[src/rtl/rws_pkg.sv]
package rws_pkg;

  // field widths of the stream items and the register
  localparam int unsigned CMD_W    = 1;
  localparam int unsigned SLOT_W   = 8;
  localparam int unsigned FIT_W    = 32;
  localparam int unsigned TICKET_W = 14;
  localparam int unsigned POP_W    = 9;
  localparam int unsigned TOTAL_W  = 40;

  // packed stream layout
  localparam int unsigned IN_DATA_W  = 56;
  localparam int unsigned OUT_DATA_W = 16;

  // full scale of a ticket, also the scale of the cumulative fitness
  localparam logic [TICKET_W-1:0] TICKET_FULL = 14'd10000;

  // population size after reset
  localparam logic [POP_W-1:0] POP_RESET = 9'd256;

  // item kinds carried in tuser
  typedef enum logic [CMD_W-1:0] {
    CMD_LOAD = 1'b0,
    CMD_DRAW = 1'b1
  } cmd_e;

  // sequencer states
  typedef enum logic [2:0] {
    ST_CLEAR,
    ST_IDLE,
    ST_LD_WR,
    ST_D_SETUP,
    ST_D_RUN,
    ST_D_OUT
  } state_e;

  // control from the sequencer to the scan unit
  typedef struct packed {
    logic init;   // start of a draw: latch border, clear accumulators
    logic valid;  // memory read data holds one slot's fitness
    logic last;   // that slot is the last one in use
  } scan_ctrl_t;

endpackage

[src/rtl/rws_scan.sv]
module rws_scan import rws_pkg::*; #(
  parameter int unsigned IDX_W = 8
) (
  input  logic                clk_i,
  input  logic                rst_ni,
  input  scan_ctrl_t          ctrl_i,
  input  logic [TOTAL_W-1:0]  total_i,
  input  logic [TICKET_W-1:0] ticket_i,
  input  logic [IDX_W-1:0]    last_slot_i,
  input  logic [IDX_W-1:0]    idx_i,
  input  logic [FIT_W-1:0]    fit_i,
  output logic [IDX_W-1:0]    pick_o,
  output logic [IDX_W-1:0]    best_o,
  output logic                done_o
);

  localparam int unsigned PROD_W = FIT_W + TICKET_W;
  localparam int unsigned CUM_W  = PROD_W + IDX_W;
  localparam int unsigned BRD_W  = TOTAL_W + TICKET_W;
  localparam int unsigned CMP_W  = (CUM_W > BRD_W) ? CUM_W : BRD_W;

  logic [BRD_W-1:0]  border_q;
  logic              mv_q, ml_q;
  logic [PROD_W-1:0] prod_q;
  logic [FIT_W-1:0]  mf_q;
  logic [IDX_W-1:0]  midx_q;
  logic [CUM_W-1:0]  cum_q, cum_d;
  logic              found_q;
  logic [IDX_W-1:0]  pick_q, best_q;
  logic [FIT_W-1:0]  bval_q;
  logic              hit;

  // border = total * ticket, set once per draw
  always_ff @(posedge clk_i) begin
    if (ctrl_i.init) begin
      border_q <= BRD_W'(total_i) * BRD_W'(ticket_i);
    end
  end

  // scale stage: fitness times full ticket
  always_ff @(posedge clk_i or negedge rst_ni) begin
    if (!rst_ni) begin
      mv_q <= 1'b0;
      ml_q <= 1'b0;
    end else begin
      mv_q <= ctrl_i.valid;
      ml_q <= ctrl_i.valid & ctrl_i.last;
    end
  end

  always_ff @(posedge clk_i) begin
    if (ctrl_i.valid) begin
      prod_q <= PROD_W'(fit_i) * PROD_W'(TICKET_FULL);
      mf_q   <= fit_i;
      midx_q <= idx_i;
    end
  end

  // running scaled sum and border compare
  assign cum_d = cum_q + CUM_W'(prod_q);
  assign hit   = !found_q && (CMP_W'(cum_d) >= CMP_W'(border_q));

  always_ff @(posedge clk_i or negedge rst_ni) begin
    if (!rst_ni) begin
      found_q <= 1'b0;
    end else if (ctrl_i.init) begin
      found_q <= 1'b0;
    end else if (mv_q && hit) begin
      found_q <= 1'b1;
    end
  end

  always_ff @(posedge clk_i) begin
    if (ctrl_i.init) begin
      cum_q  <= '0;
      pick_q <= last_slot_i;
      best_q <= '0;
      bval_q <= '0;
    end else if (mv_q) begin
      cum_q <= cum_d;
      if (hit) begin
        pick_q <= midx_q;
      end
      // first maximum wins: strict compare
      if (mf_q > bval_q) begin
        best_q <= midx_q;
        bval_q <= mf_q;
      end
    end
  end

  assign pick_o = pick_q;
  assign best_o = best_q;
  assign done_o = mv_q & ml_q;

endmodule

[config.mk]
export PLATFORM = sky130hd
export DESIGN_NAME = rws_scan
export DESIGN_NICKNAME = d
export VERILOG_FILES = /design/src/rtl/rws_pkg.sv /design/src/rtl/rws_scan.sv
export SDC_FILE = /design/constraint.sdc
export NUM_CORES = 2
export LEC_CHECK = 0
export BUFFER_PORTS_ARGS = -buffer_cell sky130_fd_sc_hd__buf_2
export CAP_MARGIN = 20
export CORE_UTILIZATION = 23
export DETAILED_ROUTE_END_ITERATION = 10
export HOLD_SLACK_MARGIN = 0.05
export SKIP_LAST_GASP = 1
export SYNTH_ARGS = -nofsm -noshare
export SYNTH_HDL_FRONTEND = slang
export SYNTH_SLANG_ARGS = --single-unit
[constraint.sdc]
create_clock -name clk_i -period 8.05 [get_ports clk_i]
set_clock_uncertainty 0.2 [all_clocks]
set_input_delay 0.805 -clock clk_i [delete_from_list [all_inputs] [get_ports clk_i]]
set_output_delay 0.805 -clock clk_i [all_outputs]
set_load 0.02 [all_outputs]
After elaboration in Yosys (flattened, before gate mapping)
Index checks and enable logic that the tools add are counted.
{"block": "totals", "regBits": 241, "in_bits": 107, "output_inout_bits": 17, "word_cells": 31}
{"block": "classes", "addsub": 1, "n_mul": 2, "order_cmp": 2, "mux": 5, "bitwise_logic": 2, "n_reduce_logical": 8}
{"operator": "$add A54 B46 Y54", "count": 1}
{"operator": "$ge A54 B54 Y1", "count": 1}
{"operator": "$mul A40 B14 Y54", "count": 1}
{"operator": "$mul A32 B10 Y42 const B", "count": 1}
{"operator": "$gt A32 B32 Y1", "count": 1}
{"operator": "$mux W8", "count": 3}
{"operator": "$reduce_bool A2 Y1", "count": 3}
{"operator": "$reduce_and A2 Y1", "count": 2}
{"operator": "$and A1 B1 Y1", "count": 2}
{"operator": "$logic_and A1 B1 Y1", "count": 2}
{"operator": "$mux W1", "count": 2}
{"operator": "$logic_not A1 Y1", "count": 1}

Logic depth before layout (Yosys ltp)
{"block": "logic_depth", "depth_word": 6, "mapped_depth": 25}

Least setup slack after synthesis
OpenSTA, ideal clock, no wires.
{"block": "synth_timing", "path_type": "input -> register", "startpoint": "input port total_i[6]", "endpoint": "register border_q[52] (data pin)", "arrival_ps": 6410, "required_ps": 7588, "slack_ps": 1179, "stages": 23, "n_path_buf": 1, "cell_sequence": "clkbuf_1 > and2_1 > fa_1 > inv_1 > fa_1 > inv_1 > fa_1 > inv_1 > fa_1 > fa_1 > inv_1 > fa_1 > ha_1 > a21oi_1 > o21ai_0 > o31ai_1 > a211oi_1 > o211ai_1 > o21ai_0 > a21oi_1 > o311ai_1 > a211oi_1 > xnor2_1"}
{"block": "synth_via", "elab_chain_cells": 1}
{"element": "from (decl)", "line_no": "rws_scan.sv:7", "text": "input logic [TOTAL_W-1:0] total_i,"}
{"element": "$mul A40 B14 Y54", "line_no": "rws_scan.sv:36", "text": "border_q <= BRD_W'(total_i) * BRD_W'(ticket_i);"}
{"element": "to (signal assigned)", "line_no": "rws_scan.sv:36"}
{"element": "to (decl)", "line_no": "rws_scan.sv:22", "text": "logic [BRD_W-1:0] border_q;"}
No other way between the ends.
A chain may end at the register's enable or synchronous reset.

Worst setup path in the final report
{"block": "layout_timing", "startpoint": "input port ticket_i[2]", "endpoint": "register border_q[51] (data pin)"}
{"block": "layout_via", "elab_chain_cells": 1}
{"element": "from (decl)", "line_no": "rws_scan.sv:8", "text": "input logic [TICKET_W-1:0] ticket_i,"}
{"element": "$mul A40 B14 Y54", "line_no": "rws_scan.sv:36"}
No other way between the ends.

==> results.sh <==
export IMPL_status="finished, final reports clean"
export IMPL_grt_pass1_vias=25800
export IMPL_path_cells="buf_2, and2_1, fa_1, inv_1, fa_1, inv_1, fa_1, fa_1, fa_1, inv_1, fa_1, inv_1, ha_1, nand2_1, nor2_1, nor4b_1, a32oi_1, a211oi_1, o31ai_1, buf_4, o31ai_1, a21boi_1, o21ai_0, xnor2_1"
export IMPL_gp_congestion=0.888
export IMPL_synthCells=3700
export IMPL_yosysMostFrequentCell="inv_1"
export IMPL_r2r_start="mf_q[0]$_DFFE_PP_"
export IMPL_cts_resized=0
export IMPL_cp_required_ns=8.16
export IMPL_areaGrowthSynthToFinish_pct=10.8
export IMPL_start_util_pct=23.2
export IMPL_num_vias=24700
export IMPL_timing_worst_setup_path_type="in -> reg"
export IMPL_synthesis_area_um2=34400
export IMPL_drt_total_wl_mm=85.8
export IMPL_max_freq_ghz=0.136
export IMPL_async_flop_share_pct=1.29
export IMPL_syn_mean_instance_area_um2=9.30
export IMPL_viasPerCell=4.33
export IMPL_yosysUniqueCellTypes=65
export IMPL_worstReg2RegEnd="pick_o[3]$_DFFE_PP_"
export IMPL_start_kind="input pin"
export IMPL_crit_family="adder cells"
export IMPL_fin_ws_ns=0.705
export IMPL_drt_iter0_markers=1420
export IMPL_cpMaxStageDelayCell="buf_2"
export IMPL_dpl_worst_slack_ns=0.127
export IMPL_min_from="idx_i[1]"
export IMPL_period_share_pct=91.2
export IMPL_gr_total_overflow=0
export IMPL_grt_use_total_pct=11.4
export IMPL_setup_tns_ns=0
export IMPL_max_stage_delay_ns=0.60
export IMPL_grt_start_max_net_pins=81
export IMPL_ys_warn_count=0
export IMPL_synth_top_area_share_pct=31.2
export IMPL_drive_above_1_share_pct=5.87
export IMPL_first_pass_iters=5
export IMPL_wl_per_cell_um=15.1
export IMPL_place_inst=5641
export IMPL_holdPathStages=1
export IMPL_clk_latency_ns=0.56
export IMPL_holdCritPathClass="in -> reg"
export IMPL_core_area_um2=148000
export IMPL_final_hold_viol_count=0
export IMPL_ys_seq_area_share_pct=17.7
export IMPL_ctsHtreeMaxLevel=1
export IMPL_place_hpwl_mm=69.0
export IMPL_cts_root_buf="clkbuf_16"
export IMPL_worstPathMaxFanout=40
export IMPL_antenna_found_initial=14
export IMPL_instances_no_fill=5696
export IMPL_final_nets=4747
export IMPL_rsz0062_at_grt="false"
export IMPL_cts_tree="built"
export IMPL_maxCapViolations=0
export IMPL_worst_r2r_path_depth=20
export IMPL_slew_headroom_pct=36.4
export IMPL_synth_seq_cells=233
export IMPL_grt_pass1_wl_mm=140
export IMPL_period_minus_slack_ns=7.35
export IMPL_synthTopCellsByCount="inv_1 (740), fa_1 (537), nand2_1 (437), ha_1 (360), and2_1 (228)"
export IMPL_clock_sink_count=233
export IMPL_clk_pin_slew_ns=0.05
export IMPL_holdPathEnd="midx_q[1]$_DFFE_PP_"
export IMPL_cpMostUsedCell="fa_1"
export IMPL_drc=0
export IMPL_die_area_um2=151000
export IMPL_r2r_setup_slack_ns=1.53
export IMPL_synth_edf_count=140
export IMPL_ys_flop_type="edfxtp_1"
export IMPL_synth_area_leader_cell="fa_1"
export IMPL_synthesis_nets=4704
export IMPL_numCtsBuffers=28
export IMPL_ant_nets=0
export IMPL_finalSetupViolCount=0
export IMPL_die_y_um=389
export IMPL_pin_count=124
export IMPL_synthTopCellsByArea="fa_1 (31%), ha_1 (13%), edfxtp_1 (12%)"
export IMPL_arrival_ns=7.45
export IMPL_final_util_pct=25.7
export IMPL_row_count=141
export IMPL_io_buffers=123
export IMPL_worstMarginPinSlew_ns=0.954
export IMPL_critPathCaptureType="register"
export IMPL_report_final_slew_viol_count=0
export IMPL_die_w_um=389
export IMPL_crit_buf_inv=6
export IMPL_cts_path_max_buffers=3
## metrics by stage
step           hold WS (ns)  cell area, µm²
2_1_floorplan         0.249           34400
3_3_place_gp          0.258           37200
3_5_place_dp          0.271           37200
4_1_cts               0.199           38100
5_1_grt               0.206           38100
6_report              0.234           38100
## worst max path at each step
stage | startpoint | to | cells after the start
6_report | ticket_i[2] | border_q[51]$_DFFE_PP_ | 24
5_1_grt | ticket_i[2] | border_q[51]$_DFFE_PP_ | 24
4_1_cts | ticket_i[2] | border_q[51]$_DFFE_PP_ | 24
3_5_place_dp | ticket_i[2] | border_q[51]$_DFFE_PP_ | 24
3_3_place_gp | ticket_i[2] | border_q[51]$_DFFE_PP_ | 23
2_1_floorplan | total_i[6] | border_q[52]$_DFFE_PP_ | 23
## timing repair
item                                    in CTS  in global routing
hold endpoints to repair                     3                  0
endpoints found under the setup margin       0                  0
hold buffers                                 1                  0
setup buffers                                0                  0
## per-layer routing
layer,track usage (%),share of wire (%),vias to the layer above
met2,18.1,44,640
met1,16.8,49,12200
met3,1.41,5.3,101
met4,1.60,1.6,4
li1,-,-,11800
met5,0,0.036,-
## state kept, by name (all words and copies together) (netlist names)
| register | cells |
|---|---|
| pick_o | 8 |
| prod_q | 38 |
| ml_q | 1 |
| found_q | 1 |
| bval_q | 32 |
| best_o | 8 |
| mv_q | 1 |
| cum_q | 50 |
| border_q | 54 |
| mf_q | 32 |
| midx_q | 8 |
## cell families after synthesis
| group | synth area share (%) |
|---|---|
| AO/OA/AOI/OAI | 8.78 |
| XOR/XNOR | 3.28 |
| adder cells (fa/ha/maj) | 44.3 |
| buffers and inverters | 9.69 |
| flip-flops | 17.7 |
| multiplexers | 2.50 |
| AND/OR/NAND/NOR | 13.8 |
## cell type report
cell class | count | area, µm²
Inverter | 740 | 2780
Clock buffer | 39 | 783
Tap cell | 1930 | 2410
Antenna cell | 1 | 2.50
Multi-Input combinational cell | 2585 | 25000
Sequential cell | 233 | 6080
Fill cell | 15900 | 110000
Clock inverter | 13 | 146
Timing Repair Buffer | 155 | 917
## cells in the final DEF (no fill, tap or decap), types with 20 or more instances in the layout
master,Yosys,routed
xnor2_1,84,84
dfxtp_1,90,90
a21o_1,106,106
clkbuf_16,0,29
nor2_1,163,163
mux2i_1,76,76
buf_2,8,121
a21oi_1,153,153
nand4_1,40,40
o21ai_0,88,88
inv_1,740,740
fa_1,537,537
nand2_1,437,437
ha_1,360,360
nor3_1,22,22
and2_1,228,228
nand3_1,30,30
xor2_1,45,45
edfxtp_1,140,140
nand2b_1,20,20
buf_4,0,28
Power is left out: the tool's default activity adds up to more than one toggle a clock period on the data nets, which glitch-free logic cannot reach.
